File: config.mk
export PLATFORM = sky130hd
export DESIGN_NAME = gregorian_date_adder
export DESIGN_NICKNAME = d
export VERILOG_FILES = /design/src/design/gda_pkg.sv /design/src/design/gregorian_date_adder.sv /design/src/design/gda_ctrl.sv /design/src/design/gda_dp.sv
export SDC_FILE = /design/constraint.sdc
export NUM_CORES = 1
export LEC_CHECK = 0
export ABC_CLOCK_PERIOD_IN_PS = 8900
export BUFFER_PORTS_ARGS = -buffer_cell sky130_fd_sc_hd__buf_2
export CORE_MARGIN = 2
export CORE_UTILIZATION = 35
export CTS_BUF_LIST = sky130_fd_sc_hd__clkbuf_4 sky130_fd_sc_hd__clkbuf_8
export CTS_CLUSTER_SIZE = 12
export DETAILED_ROUTE_END_ITERATION = 12
export GPL_ROUTABILITY_DRIVEN = 0
export PLACE_DENSITY = 0.51
export SLEW_MARGIN = 20
export SYNTH_ARGS = -nofsm -noshare
export SYNTH_HDL_FRONTEND = slang
export SYNTH_SLANG_ARGS = --single-unit
File: constraint.sdc
create_clock -name i_clk -period 8.9 [get_ports i_clk]
set_input_delay 1.78 -clock i_clk [delete_from_list [all_inputs] [get_ports i_clk]]
set_output_delay 1.78 -clock i_clk [all_outputs]
set_load 0.05 [all_outputs]
File: src/design/gda_pkg.sv
// ----------------------------------------------------------------------------
// gda_pkg
// Shared types, constants and calendar helpers for the Gregorian date adder.
// ----------------------------------------------------------------------------
`default_nettype none

package gda_pkg;

    // Field widths
    localparam int unsigned YEAR_W   = 14;
    localparam int unsigned MONTH_W  = 4;
    localparam int unsigned DAY_W    = 5;
    localparam int unsigned AMT_W    = 16;
    localparam int unsigned ACT_W    = 3;
    localparam int unsigned STATUS_W = 2;

    // Working year: holds the stored year plus a full 16-bit amount.
    localparam int unsigned WY_W = 17;

    // Largest year the 14-bit field can hold, and the default limit.
    localparam int unsigned YEAR_MAX       = 16383;
    localparam int unsigned YEAR_LIMIT_DEF = 9999;

    // Division by 25 and by 12 through a scaled reciprocal and a right shift.
    localparam int unsigned MUL_W      = 17;
    localparam int unsigned PROD_W     = 2 * MUL_W;
    localparam int unsigned PROD_SHIFT = 20;
    localparam int unsigned Q_W        = 13;
    localparam logic [MUL_W-1:0] RECIP_25 = 17'd41944;
    localparam logic [MUL_W-1:0] RECIP_12 = 17'd87382;
    localparam logic [MUL_W-1:0] DIV_25   = 17'd25;
    localparam logic [MUL_W-1:0] DIV_12   = 17'd12;

    localparam logic [MONTH_W-1:0] MONTH_FIRST = 4'd1;
    localparam logic [MONTH_W-1:0] MONTH_FEB   = 4'd2;
    localparam logic [MONTH_W-1:0] MONTH_LAST  = 4'd12;
    localparam logic [DAY_W-1:0]   FEB_LEAP    = 5'd29;

    localparam logic [DAY_W-1:0] MONTH_LEN [12] = '{
        5'd31, 5'd28, 5'd31, 5'd30, 5'd31, 5'd30,
        5'd31, 5'd31, 5'd30, 5'd31, 5'd30, 5'd31
    };

    typedef enum logic [ACT_W-1:0] {
        ACT_READ       = 3'd0,
        ACT_SET        = 3'd1,
        ACT_ADD_DAYS   = 3'd2,
        ACT_ADD_MONTHS = 3'd3,
        ACT_ADD_YEARS  = 3'd4
    } t_action;

    typedef enum logic [STATUS_W-1:0] {
        ST_OK        = 2'd0,
        ST_BAD_MONTH = 2'd1,
        ST_BAD_DAY   = 2'd2,
        ST_YEAR_OVF  = 2'd3
    } t_status;

    typedef enum logic [2:0] {
        S_IDLE,
        S_MULM,
        S_DIVM,
        S_MULY,
        S_LEAPY,
        S_DAY,
        S_CHECK,
        S_DONE
    } t_state;

    typedef struct packed {
        logic [ACT_W-1:0]   action;
        logic [YEAR_W-1:0]  in_year;
        logic [MONTH_W-1:0] in_month;
        logic [DAY_W-1:0]   in_day;
        logic [AMT_W-1:0]   amount;
    } t_in;

    typedef struct packed {
        logic [YEAR_W-1:0]   out_year;
        logic [MONTH_W-1:0]  out_month;
        logic [DAY_W-1:0]    out_day;
        logic [STATUS_W-1:0] status;
    } t_out;

    // Commands from the controller to the datapath, at most one per cycle.
    typedef struct packed {
        logic capture;
        logic mul_year;
        logic mul_month;
        logic leap_upd;
        logic month_upd;
        logic day_step;
        logic set_ovf;
        logic check;
        logic out_load;
    } t_dp_cmd;

    // Status from the datapath to the controller.
    typedef struct packed {
        logic [ACT_W-1:0] in_act;
        logic [ACT_W-1:0] act;
        logic             left_zero;
        logic             fits;
        logic             wrap;
        logic             wrap_ovf;
    } t_dp_sts;

    // Month length; an invalid month gives zero so that no day fits.
    function automatic logic [DAY_W-1:0] days_in(
        input logic [MONTH_W-1:0] month,
        input logic               leap
    );
        logic [DAY_W-1:0] len;
        if (month < MONTH_FIRST || month > MONTH_LAST) begin
            len = '0;
        end else if (month == MONTH_FEB && leap) begin
            len = FEB_LEAP;
        end else begin
            len = MONTH_LEN[month - MONTH_FIRST];
        end
        return len;
    endfunction

endpackage

`default_nettype wire

File: src/design/gregorian_date_adder.sv
// ----------------------------------------------------------------------------
// gregorian_date_adder
// Holds one Gregorian date and applies read, set, add-days, add-months and
// add-years commands, returning the date and a status for every command.
// ----------------------------------------------------------------------------
// One command is in flight at a time; its result beat is registered once the
// command has gone through its steps, and the next command may be accepted
// while that result still waits. Read goes straight to the result; set date
// and add years go through the year multiply, leap test and check; add months
// first splits the month total through the shared reciprocal multiplier before
// the leap test. Add days walks the calendar one month per cycle and on each new
// year goes back through the year multiply and leap test. YEAR_LIMIT is the
// largest storable year; values above 16383 act as 16383.
`default_nettype none

module gregorian_date_adder import gda_pkg::*; #(
    parameter int unsigned YEAR_LIMIT = YEAR_LIMIT_DEF
) (
    input  wire logic i_clk,
    input  wire logic i_rst_n,
    input  wire logic i_in_valid,
    output logic      o_in_stall,
    input  wire t_in  i_in_data,
    output logic      o_out_valid,
    input  wire logic i_out_stall,
    output t_out      o_out_data
);

    t_dp_cmd dp_cmd;
    t_dp_sts dp_sts;

    gda_ctrl u_ctrl (
        .i_clk       (i_clk),
        .i_rst_n     (i_rst_n),
        .i_in_valid  (i_in_valid),
        .o_in_stall  (o_in_stall),
        .o_out_valid (o_out_valid),
        .i_out_stall (i_out_stall),
        .i_sts       (dp_sts),
        .o_cmd       (dp_cmd)
    );

    gda_dp #(
        .YEAR_LIMIT (YEAR_LIMIT)
    ) u_dp (
        .i_clk      (i_clk),
        .i_rst_n    (i_rst_n),
        .i_in_data  (i_in_data),
        .i_cmd      (dp_cmd),
        .o_sts      (dp_sts),
        .o_out_data (o_out_data)
    );

endmodule

`default_nettype wire

File: src/design/gda_ctrl.sv
// ----------------------------------------------------------------------------
// gda_ctrl
// Command sequencer: decodes each accepted beat, steps the datapath through
// its multiply, leap, month-walk and check phases, and owns the result valid.
// ----------------------------------------------------------------------------
`default_nettype none

module gda_ctrl import gda_pkg::*; (
    input  wire logic    i_clk,
    input  wire logic    i_rst_n,
    input  wire logic    i_in_valid,
    output logic         o_in_stall,
    output logic         o_out_valid,
    input  wire logic    i_out_stall,
    input  wire t_dp_sts i_sts,
    output t_dp_cmd      o_cmd
);

    t_state r_state;
    t_state n_state;
    logic   r_out_valid;
    logic   n_out_valid;

    always_ff @(posedge i_clk) begin
        if (!i_rst_n) begin
            r_state     <= S_IDLE;
            r_out_valid <= 1'b0;
        end else begin
            r_state     <= n_state;
            r_out_valid <= n_out_valid;
        end
    end

    always_comb begin
        n_state = r_state;
        o_cmd   = '0;
        unique case (r_state)
            S_IDLE: begin
                if (i_in_valid) begin
                    o_cmd.capture = 1'b1;
                    unique case (i_sts.in_act) inside
                        ACT_SET, ACT_ADD_DAYS, ACT_ADD_YEARS: n_state = S_MULY;
                        ACT_ADD_MONTHS:                        n_state = S_MULM;
                        default:                               n_state = S_DONE;
                    endcase
                end
            end
            S_MULM: begin
                o_cmd.mul_month = 1'b1;
                n_state         = S_DIVM;
            end
            S_DIVM: begin
                o_cmd.month_upd = 1'b1;
                n_state         = S_MULY;
            end
            S_MULY: begin
                o_cmd.mul_year = 1'b1;
                n_state        = S_LEAPY;
            end
            S_LEAPY: begin
                o_cmd.leap_upd = 1'b1;
                n_state        = (i_sts.act == ACT_ADD_DAYS) ? S_DAY : S_CHECK;
            end
            S_DAY: begin
                if (i_sts.left_zero) begin
                    n_state = S_CHECK;
                end else if (i_sts.fits) begin
                    o_cmd.day_step = 1'b1;
                end else if (i_sts.wrap && i_sts.wrap_ovf) begin
                    o_cmd.set_ovf = 1'b1;
                    n_state       = S_DONE;
                end else if (i_sts.wrap) begin
                    // New year: the leap flag has to be recomputed.
                    o_cmd.day_step = 1'b1;
                    n_state        = S_MULY;
                end else begin
                    o_cmd.day_step = 1'b1;
                end
            end
            S_CHECK: begin
                o_cmd.check = 1'b1;
                n_state     = S_DONE;
            end
            S_DONE: begin
                if (!r_out_valid || !i_out_stall) begin
                    o_cmd.out_load = 1'b1;
                    n_state        = S_IDLE;
                end
            end
            default: n_state = S_IDLE;
        endcase
    end

    always_comb begin
        if (o_cmd.out_load) begin
            n_out_valid = 1'b1;
        end else begin
            n_out_valid = r_out_valid && i_out_stall;
        end
    end

    assign o_in_stall  = (r_state != S_IDLE);
    assign o_out_valid = r_out_valid;

`ifndef SYNTHESIS
    a_no_overwrite: assert property (@(posedge i_clk) disable iff (!i_rst_n)
        o_cmd.out_load |-> !(r_out_valid && i_out_stall))
        else $error("result register reloaded while a stalled beat is pending");

    a_busy_after_capture: assert property (@(posedge i_clk) disable iff (!i_rst_n)
        o_cmd.capture |=> o_in_stall)
        else $error("input not stalled after a command was captured");
`endif

endmodule

`default_nettype wire

File: src/design/gda_dp.sv
// ----------------------------------------------------------------------------
// gda_dp
// Date datapath: stored date, working date, shared reciprocal multiplier for
// the leap test and the month split, month-by-month day walk, result register.
// ----------------------------------------------------------------------------
`default_nettype none

module gda_dp import gda_pkg::*; #(
    parameter int unsigned YEAR_LIMIT = YEAR_LIMIT_DEF
) (
    input  wire logic    i_clk,
    input  wire logic    i_rst_n,
    input  wire t_in     i_in_data,
    input  wire t_dp_cmd i_cmd,
    output t_dp_sts      o_sts,
    output t_out         o_out_data
);

    localparam int unsigned YearCap = (YEAR_LIMIT > YEAR_MAX) ? YEAR_MAX : YEAR_LIMIT;
    localparam logic [WY_W-1:0] CapW = WY_W'(YearCap);

    logic [YEAR_W-1:0]  r_cur_year;
    logic [MONTH_W-1:0] r_cur_month;
    logic [DAY_W-1:0]   r_cur_day;

    logic [ACT_W-1:0]   r_act;
    logic [WY_W-1:0]    r_wy;
    logic [MONTH_W-1:0] r_wm;
    logic [DAY_W-1:0]   r_wd;
    logic [AMT_W-1:0]   r_left;
    logic [MUL_W-1:0]   r_mul_a;
    logic [PROD_W-1:0]  r_prod;
    logic               r_leap;
    t_status            r_status;
    t_out               r_out;

    logic [MUL_W-1:0]  mul_op;
    logic [MUL_W-1:0]  mul_k;
    logic [PROD_W-1:0] prod_n;
    logic [Q_W-1:0]    quot;
    logic [MUL_W-1:0]  rem25;
    logic [MUL_W-1:0]  rem12;
    logic              leap_n;
    logic [DAY_W-1:0]  dim;
    logic [MUL_W-1:0]  sum_dl;
    logic [AMT_W-1:0]  step_sub;
    logic              fits;
    logic              year_ovf;
    logic              month_bad;
    logic              day_bad;

    // Shared multiplier: the year for the divide-by-25 leap test, or the
    // month total for the divide-by-12 split.
    assign mul_op = i_cmd.mul_year ? MUL_W'(r_wy[YEAR_W-1:0]) : r_mul_a;
    assign mul_k  = i_cmd.mul_year ? RECIP_25 : RECIP_12;
    assign prod_n = mul_op * mul_k;

    assign quot  = r_prod[PROD_SHIFT+Q_W-1:PROD_SHIFT];
    assign rem25 = r_mul_a - MUL_W'(MUL_W'(quot) * DIV_25);
    assign rem12 = r_mul_a - MUL_W'(MUL_W'(quot) * DIV_12);

    // Divisible by 4, and either not by 100 or also by 400 (by 16 and by 25).
    assign leap_n = (r_mul_a[1:0] == 2'd0) && ((rem25 != '0) || (r_mul_a[3:0] == 4'd0));

    assign dim      = days_in(r_wm, r_leap);
    assign sum_dl   = MUL_W'(r_wd) + MUL_W'(r_left);
    assign fits     = sum_dl <= MUL_W'(dim);
    assign step_sub = AMT_W'(dim) - AMT_W'(r_wd) + AMT_W'(1);

    assign year_ovf  = r_wy > CapW;
    assign month_bad = (r_wm < MONTH_FIRST) || (r_wm > MONTH_LAST);
    assign day_bad   = (r_wd == '0) || (r_wd > dim);

    always_comb begin
        o_sts.in_act    = i_in_data.action;
        o_sts.act       = r_act;
        o_sts.left_zero = (r_left == '0);
        o_sts.fits      = fits;
        o_sts.wrap      = (r_wm == MONTH_LAST);
        o_sts.wrap_ovf  = (r_wy + WY_W'(1)) > CapW;
    end

    // Stored date; only a clean check writes it.
    always_ff @(posedge i_clk) begin
        if (!i_rst_n) begin
            r_cur_year  <= YEAR_W'(2000);
            r_cur_month <= MONTH_FIRST;
            r_cur_day   <= DAY_W'(1);
        end else if (i_cmd.check && !year_ovf && !month_bad && !day_bad) begin
            r_cur_year  <= r_wy[YEAR_W-1:0];
            r_cur_month <= r_wm;
            r_cur_day   <= r_wd;
        end
    end

    always_ff @(posedge i_clk) begin
        if (i_cmd.capture) begin
            r_act    <= i_in_data.action;
            r_status <= ST_OK;
            r_left   <= '0;
            unique case (i_in_data.action)
                ACT_SET: begin
                    r_wy <= WY_W'(i_in_data.in_year);
                    r_wm <= i_in_data.in_month;
                    r_wd <= i_in_data.in_day;
                end
                ACT_ADD_DAYS: begin
                    r_wy   <= WY_W'(r_cur_year);
                    r_wm   <= r_cur_month;
                    r_wd   <= r_cur_day;
                    r_left <= i_in_data.amount;
                end
                ACT_ADD_MONTHS: begin
                    r_wd    <= r_cur_day;
                    r_mul_a <= MUL_W'(r_cur_month) + MUL_W'(i_in_data.amount)
                               - MUL_W'(1);
                end
                ACT_ADD_YEARS: begin
                    r_wy <= WY_W'(r_cur_year) + WY_W'(i_in_data.amount);
                    r_wm <= r_cur_month;
                    r_wd <= r_cur_day;
                end
                default: begin
                    r_wy <= WY_W'(r_cur_year);
                    r_wm <= r_cur_month;
                    r_wd <= r_cur_day;
                end
            endcase
        end else if (i_cmd.mul_year) begin
            r_prod  <= prod_n;
            r_mul_a <= MUL_W'(r_wy[YEAR_W-1:0]);
        end else if (i_cmd.mul_month) begin
            r_prod <= prod_n;
        end else if (i_cmd.leap_upd) begin
            r_leap <= leap_n;
        end else if (i_cmd.month_upd) begin
            r_wy <= WY_W'(r_cur_year) + WY_W'(quot);
            r_wm <= rem12[MONTH_W-1:0] + MONTH_FIRST;
        end else if (i_cmd.day_step) begin
            if (fits) begin
                r_wd   <= sum_dl[DAY_W-1:0];
                r_left <= '0;
            end else begin
                r_left <= r_left - step_sub;
                r_wd   <= DAY_W'(1);
                if (r_wm == MONTH_LAST) begin
                    r_wm <= MONTH_FIRST;
                    r_wy <= r_wy + WY_W'(1);
                end else begin
                    r_wm <= r_wm + MONTH_W'(1);
                end
            end
        end else if (i_cmd.set_ovf) begin
            r_status <= ST_YEAR_OVF;
        end else if (i_cmd.check) begin
            if (year_ovf) begin
                r_status <= ST_YEAR_OVF;
            end else if (month_bad) begin
                r_status <= ST_BAD_MONTH;
            end else if (day_bad) begin
                r_status <= ST_BAD_DAY;
            end
        end
    end

    always_ff @(posedge i_clk) begin
        if (i_cmd.out_load) begin
            r_out.out_year  <= r_cur_year;
            r_out.out_month <= r_cur_month;
            r_out.out_day   <= r_cur_day;
            r_out.status    <= r_status;
        end
    end

    assign o_out_data = r_out;

`ifndef SYNTHESIS
    a_cur_date_sane: assert property (@(posedge i_clk) disable iff (!i_rst_n)
        (r_cur_month >= MONTH_FIRST) && (r_cur_month <= MONTH_LAST)
        && (r_cur_day != '0) && (r_cur_day <= days_in(r_cur_month, 1'b1)))
        else $error("stored date holds an impossible month or day");

    a_cur_year_cap: assert property (@(posedge i_clk) disable iff (!i_rst_n)
        WY_W'(r_cur_year) <= CapW)
        else $error("stored year exceeds the year limit");

    a_left_drops: assert property (@(posedge i_clk) disable iff (!i_rst_n)
        i_cmd.day_step |=> (r_left < $past(r_left)))
        else $error("day walk did not consume any days");
`endif

endmodule

`default_nettype wire

==> results.yml, run 1 <==
floorplan:
  start_util: 0.3520
  rows: 83
  coreArea_um2: 51090
  die_w_um: 230.7
  die_height_um: 230.7
  ios: 73
  die_area_um2: 53210
critical_path:
  cp.required_ns: 9.14
  critPathKind: "reg -> reg"
  cp_slowest_cell: "o21ai_0"
  crit_chain: "nand2_1 > o21ai_0 > nand2_1 > fa_1 > inv_1 > fa_1 > fa_1 > fa_1 > inv_1 > fa_1 > inv_1 > fa_1 > inv_1 > ha_1 > a21oi_1 > o21ai_0 > a221o_1 > a32o_1 > a21oi_1 > o31ai_1 > o41ai_1 > xnor2_1"
  cpMostUsedCell: "fa_1"
  path_buf_inv: 4
  path_max_fanout: 17
  arrival_ns: 7.97
  crit_path_end_kind: "register"
  path_delay_family: "adder cells"
  timing.critical_path.slowest_cell_delay_ns: 0.62
  startpoint_type: "register"
global_routing:
  grt_max_degree: 61
  grt_antenna_before_repair: 0
  grt_pass1_vias: 14110
  overflow: 0
  grt_pass1_wl_um: 80160
  grt_usage: 0.1973
sta:
  setup_tns_ns: 0
  fin_ws_ns: 1.170
  tightest_slew_ns: 0.9546
  worst_clock_skew_ns: 0.01839
  layout_min_cycle_time_ns: 7.730
  fmax_mhz: 129.4
  hold_viol_final: 0
  rsz0062_at_grt: "false"
  max_slew_margin: 0.3569
  post-route-period-util: 0.8685
  setup_viol: 0
  slew_violations: 0
cts:
  cts_resized: 0
  cts_max_path_buffers: 2
  clock-root-buffer: "clkbuf_8"
  postCtsSetupBuffers: 0
  htree_levels: 4
  numClockSinks: 130
  clk_latency_ns: 0.50
  cts_tree: "yes"
  clk_pin_slew_worst_paths_ns: 0.09
  cts-buffers-inserted: 17
  holdBufCountCts: 0
route:
  ant_nets: 0
  wl_per_cell_um: 18.56
  drtIter0Drc: 976
  routed_wl_um: 51410
  route.vias.total: 14050
  route.met2.wl_um: 23790
  top_layer: "met4"
  wl_met1_um: 24490
  viasPerCell: 5.071
  remaining_drc_errors: 0
  drtPass1Iterations: 5
  wl_met3_um: 2219
placement:
  dp_hpwl_um: 43110
  place_inst: 2738
  dp_slack_ns: 1.170
  portBuffers: 72
synth:
  synthesis.area_um2: 17980
  synth_edf_count: 101
  synthesis.instances: 2013
  yosys.area.top_type: "ha_1"
  yosys-top-cells-area: "ha_1 (19%), fa_1 (19%), edfxtp_1 (17%)"
  synth_warnings: 0
  ys_dominant_reg_cell: "edfxtp_1"
  ys_seq_area_frac: 0.2009
  ys_seq_elements: 130
  synth.distinct_cells: 80
  postSynth.asyncResetShare: 0
  synth_top_area_share: 0.1913
  synth_area_per_cell_um2: 8.934
layout:
  utilization: 0.3828
  final_common_cell: "inv_1"
  area_delta_synth_final_pct: 8.760
  mostFrequentLayoutCells: "inv_1 (442), ha_1 (275), fa_1 (167)"
  fin_cells: 2770
  antenna_cells: 0
  layout-drive-gt1-share: 0.06651
  nets: 2565
  fill_cells: 5293
outcome:
  status: "complete, no violations"
min_path:
  hp-class: "reg -> reg"
flow_run:
  cap_violations: 0
[path summary, 6_finish.rpt]
check,startpoint,to,slack (ns),depth (start not counted)
min,u_dp.r_status[1]$_SDFFE_PP0P_,u_dp.o_out_data[1]$_DFFE_PP_,0.44,0
max,u_ctrl.r_state[0]$_SDFFE_PN0P_,u_dp.r_prod[32]$_DFFE_PP_,1.17,22
min reg2reg,u_dp.r_status[1]$_SDFFE_PP0P_,u_dp.o_out_data[1]$_DFFE_PP_,0.44,0
max reg2reg,u_ctrl.r_state[0]$_SDFFE_PN0P_,u_dp.r_prod[32]$_DFFE_PP_,1.17,22
[cells in the mapped netlist, types with 9 or more instances]
master / instances
o21ai_0: 60
nor3_1: 34
a211oi_1: 13
o31ai_1: 11
or3_1: 16
mux2i_1: 26
fa_1: 167
clkbuf_1: 47
xnor2_1: 68
nand4_1: 12
buf_2: 9
nand2b_1: 10
ha_1: 275
nand3_1: 43
edfxtp_1: 101
a22o_1: 18
dfxtp_1: 29
a221oi_1: 12
xor2_1: 33
nor2_1: 108
a21o_1: 23
a31oi_1: 14
nand2_1: 137
o21a_1: 11
inv_1: 442
o211ai_1: 13
a21oi_1: 93
nor2b_1: 36
o21ai_1: 27
[logic make-up (layout without fill, tap and decap cells)]
kind of cell,count (synthesis),after routing,synth area share
AO/OA/AOI/OAI,365,365,0.1332
XOR/XNOR,101,101,0.04919
adder cells (fa/ha/maj),442,442,0.3772
buffers and inverters,506,561,0.1067
flip-flops,130,130,0.2009
multiplexers,27,27,0.01510
other,2,24,0.0004176
AND/OR/NAND/NOR,440,440,0.1172
[layer usage]
metal,vias to the layer above,GRT usage
li1,6815,-
met1,6914,0.2765
met2,269,0.3211
met3,49,0.02915
met4,0,0.04516
met5,-,0
[flip-flops by register name, indices dropped and copies added, names as in the netlist, 4 cells and up]
| register | flops |
|---|---|
| u_dp.r_cur_day | 5 |
| u_dp.r_wd | 5 |
| u_dp.r_cur_year | 14 |
| u_dp.r_prod | 13 |
| u_dp.r_mul_a | 17 |
| u_dp.o_out_data | 25 |
| u_dp.r_left | 16 |
| u_dp.r_cur_month | 4 |
| u_dp.r_wy | 17 |
| u_dp.r_wm | 4 |
[metrics by stage]
step	instance area [um2]	hold WS [ns]
CTS	19560	0.4452
detailed placement	19140	0.4273
global route	19560	0.4749
global placement	19140	0.4325
finish	19560	0.4448
floorplan	18070	0.4090
[worst reg2reg max path, delay by kind of cell, from the launching register on]
family	cells	cell delay, ns
buf+inv	4	0.21
fa+ha+maj	7	3.34
compound gates	8	2.53
simple gates	2	0.74
xor+xnor	1	0.11
flops	1	0.56
[layout make-up]
class                   instances  area [um2]  area share
clock inverters                13       158.9    0.008124
clock buffers                  19       255.2     0.01305
well taps                     680       850.8     0.04350
repair buffers                 84       450.4     0.02303
inverters                     445        1670     0.08540
flip-flops and latches        130        3613      0.1847
multi-input cells            1399       12560      0.6421
Power of run 1 is left out: the tool's default activity adds up to more than one toggle a clock period on the data nets, which glitch-free logic cannot reach.
==> inputs of run 2 (changes only) <==
--- a/config.mk
+++ b/config.mk
@@ -7,6 +7,7 @@
 export LEC_CHECK = 0
 export ABC_CLOCK_PERIOD_IN_PS = 8900
 export BUFFER_PORTS_ARGS = -buffer_cell sky130_fd_sc_hd__buf_2
+export CORE_ASPECT_RATIO = 1.25
 export CORE_MARGIN = 2
 export CORE_UTILIZATION = 35
 export CTS_BUF_LIST = sky130_fd_sc_hd__clkbuf_4 sky130_fd_sc_hd__clkbuf_8
==> run 2 against run 1 <==
Compared with the run above: routed wire length rose by 1.5%; die area about the same; sequential cell count unchanged; non-clock buffer count unchanged; critical path type unchanged; sequential share of layout area up 0.059 points; highest routed layer unchanged; clock skew decreased by 0.0040 ns; count of clock-buffer cells in the layout down 1; register-to-register slack got worse by 0.12 ns; core utilization rose by 0.21 points; maximum frequency shrank 1.5%.
==> results.yml, run 2 (synthesized netlist as in run 1, its figures left out) <==
outcome:
  status: "complete, no violations"
floorplan:
  die_height_um: 257.4
  die_w_um: 206.7
  die_area_um2: 53220
  coreArea_um2: 50650
  ios: 73
  rows: 92
  start_util: 0.3551
critical_path:
  critPathKind: "reg -> reg"
  timing.reg2reg.setup_slack_ns: 1.05
  startpoint_type: "register"
  crit_chain: "nand2_1 > o21ai_0 > nand2_1 > fa_1 > inv_1 > fa_1 > fa_1 > fa_1 > inv_1 > fa_1 > inv_1 > fa_1 > inv_1 > ha_1 > a21oi_1 > o21ai_0 > a221o_1 > a32o_1 > a21oi_1 > o31ai_1 > o41ai_1 > xnor2_1"
  rr_endpoint: "u_dp.r_prod[32]$_DFFE_PP_"
  cpMostUsedCell: "fa_1"
  path_max_fanout: 17
  crit_path_end_kind: "register"
  r2r-start: "u_ctrl.r_state[0]$_SDFFE_PN0P_"
  arrival_ns: 8.09
  timing.critical_path.slowest_cell_delay_ns: 0.68
  cp_slowest_cell: "o21ai_0"
  cp.required_ns: 9.14
  reg2reg_depth: 22
flow_run:
  cap_violations: 0
route:
  route.vias.total: 13860
  remaining_drc_errors: 0
  wl_per_cell_um: 18.98
  ant_nets: 0
  viasPerCell: 5.044
  drtIter0Drc: 735
  routed_wl_um: 52160
  drtPass1Iterations: 5
min_path:
  worstHoldEndpoint: "u_dp.o_out_data[1]$_DFFE_PP_"
  hold_depth: 0
  hp-start: "u_dp.r_status[1]$_SDFFE_PP0P_"
  hp-class: "reg -> reg"
layout:
  mostFrequentLayoutCells: "inv_1 (442), ha_1 (275), fa_1 (167)"
  largest_register_ffs: 25
  layout-drive-gt1-share: 0.06603
  area_delta_synth_final_pct: 8.412
  final_common_cell: "inv_1"
  utilization: 0.3849
  antenna_cells: 0
  nets: 2565
cts:
  postCtsSetupBuffers: 0
  numClockSinks: 130
  clock-root-buffer: "clkbuf_8"
  cts_max_path_buffers: 2
  cts_tree: "yes"
  htree_levels: 4
  holdBufCountCts: 0
  cts_resized: 0
  clk_latency_ns: 0.50
  clk_pin_slew_worst_paths_ns: 0.09
  cts-buffers-inserted: 17
sta:
  slew_violations: 0
  post-route-period-util: 0.8815
  setup_viol: 0
  fmax_mhz: 127.5
  rsz0062_at_grt: "false"
  hold_viol_final: 0
  fin_ws_ns: 1.054
  worst_clock_skew_ns: 0.01434
  holdWs_ns: 0.4502
  max_slew_margin: 0.2201
  tightest_slew_ns: 1.165
  layout_min_cycle_time_ns: 7.846
  setup_tns_ns: 0
placement:
  dp_hpwl_um: 44370
  dp_slack_ns: 1.057
  portBuffers: 72
global_routing:
  overflow: 0
  grt_pass1_wl_um: 81080
  grt_antenna_before_repair: 0
  grt_pass1_vias: 14300
  grt_usage: 0.2021
  grt_max_degree: 61
[run 2: changes by cell type in the layout (fill, tap and decap cells not counted), sizes merged]
| cell | previous run | this run |
|---|---|---|
| clkbuf | 19 | 18 |
| clkinv | 6 | 7 |
| clkinvlp | 3 | 5 |
| bufinv | 3 | 1 |
[run 2: how the worst max path moves through the flow]
| stage | slack (ns) | depth (start not counted) | to | startpoint |
|---|---|---|---|---|
| floorplan | 2.22 | 25 | u_dp.r_prod[32]$_DFFE_PP_ | u_ctrl.r_state[2]$_SDFFE_PN0P_ |
| global placement | 1.21 | 22 | u_dp.r_prod[32]$_DFFE_PP_ | u_ctrl.r_state[0]$_SDFFE_PN0P_ |
| detailed placement | 1.06 | 22 | u_dp.r_prod[32]$_DFFE_PP_ | u_ctrl.r_state[0]$_SDFFE_PN0P_ |
| CTS | 1.01 | 22 | u_dp.r_prod[32]$_DFFE_PP_ | u_ctrl.r_state[0]$_SDFFE_PN0P_ |
| global route | 0.52 | 22 | u_dp.r_prod[32]$_DFFE_PP_ | u_ctrl.r_state[0]$_SDFFE_PN0P_ |
| finish | 1.05 | 22 | u_dp.r_prod[32]$_DFFE_PP_ | u_ctrl.r_state[0]$_SDFFE_PN0P_ |
[run 2: area by class of cell]
cell class                      count  area (um2)
Clock inverter                     14       133.9
Inverter                          445        1670
Tap cell                          658       823.3
Clock buffer                       18       247.7
Fill cell                        5262       31150
Multi-Input combinational cell   1399       12560
Sequential cell                   130        3613
Timing Repair Buffer               84       450.4
[run 2: worst max-delay path: cells and delay by family (launching register included)]
family | cells | cell delay (ns)
fa+ha+maj | 7 | 3.37
simple gates | 2 | 0.76
flops | 1 | 0.56
buf+inv | 4 | 0.21
compound gates | 8 | 2.59
xor+xnor | 1 | 0.10
[run 2: metal layers]
metal	GRT usage	wire length [um]	vias up	part of all wire
li1	-	-	6811	-
met5	0	0	-	0
met2	0.3724	27480	271	0.53
met3	0.02229	1661	75	0.032
met1	0.2386	21140	6705	0.41
met4	0.07309	1884	0	0.036
[run 2: through the flow]
stage               instances  instance area (um2)
floorplan                2035                18070
global placement         2716                19110
detailed placement       2716                19110
CTS                      2748                19500
global route             2748                19500
finish                   2748                19500
Power of run 2 is left out for the same reason.
==> inputs of run 3 (changes only) <==
--- a/config.mk
+++ b/config.mk
@@ -7,14 +7,15 @@
 export LEC_CHECK = 0
 export ABC_CLOCK_PERIOD_IN_PS = 8900
 export BUFFER_PORTS_ARGS = -buffer_cell sky130_fd_sc_hd__buf_2
+export CAP_MARGIN = 20
 export CORE_ASPECT_RATIO = 1.25
 export CORE_MARGIN = 2
-export CORE_UTILIZATION = 35
+export CORE_UTILIZATION = 40
 export CTS_BUF_LIST = sky130_fd_sc_hd__clkbuf_4 sky130_fd_sc_hd__clkbuf_8
 export CTS_CLUSTER_SIZE = 12
 export DETAILED_ROUTE_END_ITERATION = 12
 export GPL_ROUTABILITY_DRIVEN = 0
-export PLACE_DENSITY = 0.51
+export PLACE_DENSITY = 0.57
 export SLEW_MARGIN = 20
 export SYNTH_ARGS = -nofsm -noshare
 export SYNTH_HDL_FRONTEND = slang
==> run 3 against run 2 <==
Compared with the run above: final cell count decreased by 3.1%; via count rose by 2.8%; maximum frequency increased by 1.2%; critical path type unchanged; die area fell by 12%; count of clock-buffer cells in the layout down 1; sequential cell count stayed put.
==> results.yml, run 3 (synthesized netlist as in run 1, its figures left out) <==
min_path:
  worstHoldEndpoint: "u_dp.o_out_data[1]$_DFFE_PP_"
  hold_depth: 0
  hp-start: "u_dp.r_status[1]$_SDFFE_PP0P_"
  hp-class: "reg -> reg"
floorplan:
  ios: 73
  start_util: 0.4066
  coreArea_um2: 44220
  die_area_um2: 46680
  die_w_um: 193.7
  rows: 86
  die_height_um: 241.1
sta:
  tightest_slew_ns: 0.9915
  slew_violations: 0
  fmax_mhz: 129.0
  hold_viol_final: 0
  setup_viol: 0
  max_slew_margin: 0.3349
  layout_min_cycle_time_ns: 7.753
  post-route-period-util: 0.8712
  worst_clock_skew_ns: 0.01040
  rsz0062_at_grt: "false"
  setup_tns_ns: 0
placement:
  place_inst: 2631
  dp_hpwl_um: 43600
  portBuffers: 72
route:
  drtPass1Iterations: 5
  routed_wl_um: 51400
  remaining_drc_errors: 0
  ant_nets: 0
  route.vias.total: 14260
  drtIter0Drc: 776
  wl_per_cell_um: 19.30
  viasPerCell: 5.354
critical_path:
  reg2reg_depth: 22
  cp.required_ns: 9.13
  timing.reg2reg.setup_slack_ns: 1.15
  arrival_ns: 7.98
  crit_path_end_kind: "register"
  r2r-start: "u_ctrl.r_state[0]$_SDFFE_PN0P_"
  rr_endpoint: "u_dp.r_prod[32]$_DFFE_PP_"
  critPathKind: "reg -> reg"
  path_max_fanout: 17
  startpoint_type: "register"
cts:
  cts_max_path_buffers: 2
  numClockSinks: 130
  holdBufCountCts: 0
  htree_levels: 4
  clock-root-buffer: "clkbuf_8"
  cts_resized: 0
  cts-buffers-inserted: 17
  clk_pin_slew_worst_paths_ns: 0.09
  clk_latency_ns: 0.49
  cts_tree: "yes"
  postCtsSetupBuffers: 0
layout:
  multiInputGateArea_um2: 12560
  antenna_cells: 0
  largest_register_ffs: 25
  fill_cells: 4308
  fin_cells: 2663
  area_delta_synth_final_pct: 8.001
  layout-drive-gt1-share: 0.06648
  mostFrequentLayoutCells: "inv_1 (442), ha_1 (275), fa_1 (167)"
  nets: 2566
  final_common_cell: "inv_1"
  regArea_um2: 3613
global_routing:
  grt_max_degree: 61
  grt_usage: 0.2253
  grt_pass1_vias: 14740
  overflow: 0
  grt_antenna_before_repair: 0
  grt_pass1_wl_um: 81100
outcome:
  status: "complete, no violations"
flow_run:
  cap_violations: 0
==> run 3: changes by cell type in the layout (fill, tap and decap cells not counted) <==
| cell | delta |
|---|---|
| clkinvlp_4 | -3 |
| buf_4 | +1 |
| inv_8 | +1 |
| clkinv_4 | +1 |
| inv_6 | +2 |
| bufinv_16 | +1 |
| clkbuf_8 | -1 |
| clkinv_2 | -1 |
==> run 3: per-stage QoR <==
| stage | utilization | cell area (um2) | setup slack (ns) | hold WS, ns |
|---|---|---|---|---|
| 4_1_cts | 0.4392 | 19420 | 1.090 | 0.4481 |
| 6_report | 0.4392 | 19420 | 1.147 | 0.4493 |
| 3_3_place_gp | 0.4300 | 19010 | 1.349 | 0.4259 |
| 3_5_place_dp | 0.4300 | 19010 | 1.139 | 0.4331 |
| 2_1_floorplan | - | 18070 | 2.219 | 0.4090 |
| 5_1_grt | 0.4392 | 19420 | 0.6080 | 0.4641 |
==> run 3: worst max path at each step <==
stage	start	endpoint	slack, ns	cells after the start
after floorplan	u_ctrl.r_state[2]$_SDFFE_PN0P_	u_dp.r_prod[32]$_DFFE_PP_	2.22	25
after global placement	u_ctrl.r_state[0]$_SDFFE_PN0P_	u_dp.r_prod[32]$_DFFE_PP_	1.35	22
after detailed placement	u_ctrl.r_state[0]$_SDFFE_PN0P_	u_dp.r_prod[32]$_DFFE_PP_	1.14	22
after CTS	u_ctrl.r_state[0]$_SDFFE_PN0P_	u_dp.r_prod[32]$_DFFE_PP_	1.09	22
after global routing	u_ctrl.r_state[0]$_SDFFE_PN0P_	u_dp.r_prod[32]$_DFFE_PP_	0.61	22
final	u_ctrl.r_state[0]$_SDFFE_PN0P_	u_dp.r_prod[32]$_DFFE_PP_	1.15	22
==> run 3: critical path, stage by stage (launching register included) <==
cell     delay (ns)
dfxtp_1        0.57
nand2_1        0.44
o21ai_0        0.61
nand2_1        0.29
fa_1           0.56
inv_1          0.05
fa_1           0.47
fa_1           0.44
fa_1           0.54
inv_1          0.04
fa_1           0.48
inv_1          0.05
fa_1           0.53
inv_1          0.04
ha_1           0.31
a21oi_1        0.14
o21ai_0        0.16
a221o_1        0.38
a32o_1         0.32
a21oi_1        0.34
o31ai_1        0.22
o41ai_1        0.38
xnor2_1        0.12
==> run 3: routing by layer <==
| layer | vias to the layer above | track usage | part of all wire |
|---|---|---|---|
| met3 | 80 | 0.02180 | 0.035 |
| li1 | 6826 | - | - |
| met4 | 0 | 0.09137 | 0.040 |
| met1 | 7007 | 0.2634 | 0.40 |
| met2 | 344 | 0.4225 | 0.53 |
| met5 | - | 0 | 0 |
==> run 3: layout make-up <==
type	instances	share of cell area
Timing Repair Buffer	85	0.02358
Clock inverter	15	0.008954
Multi-Input combinational cell	1399	0.6465
Tap cell	572	0.03685
Sequential cell	130	0.1860
Inverter	445	0.08600
Clock buffer	17	0.01205
Power of run 3 is left out for the same reason.
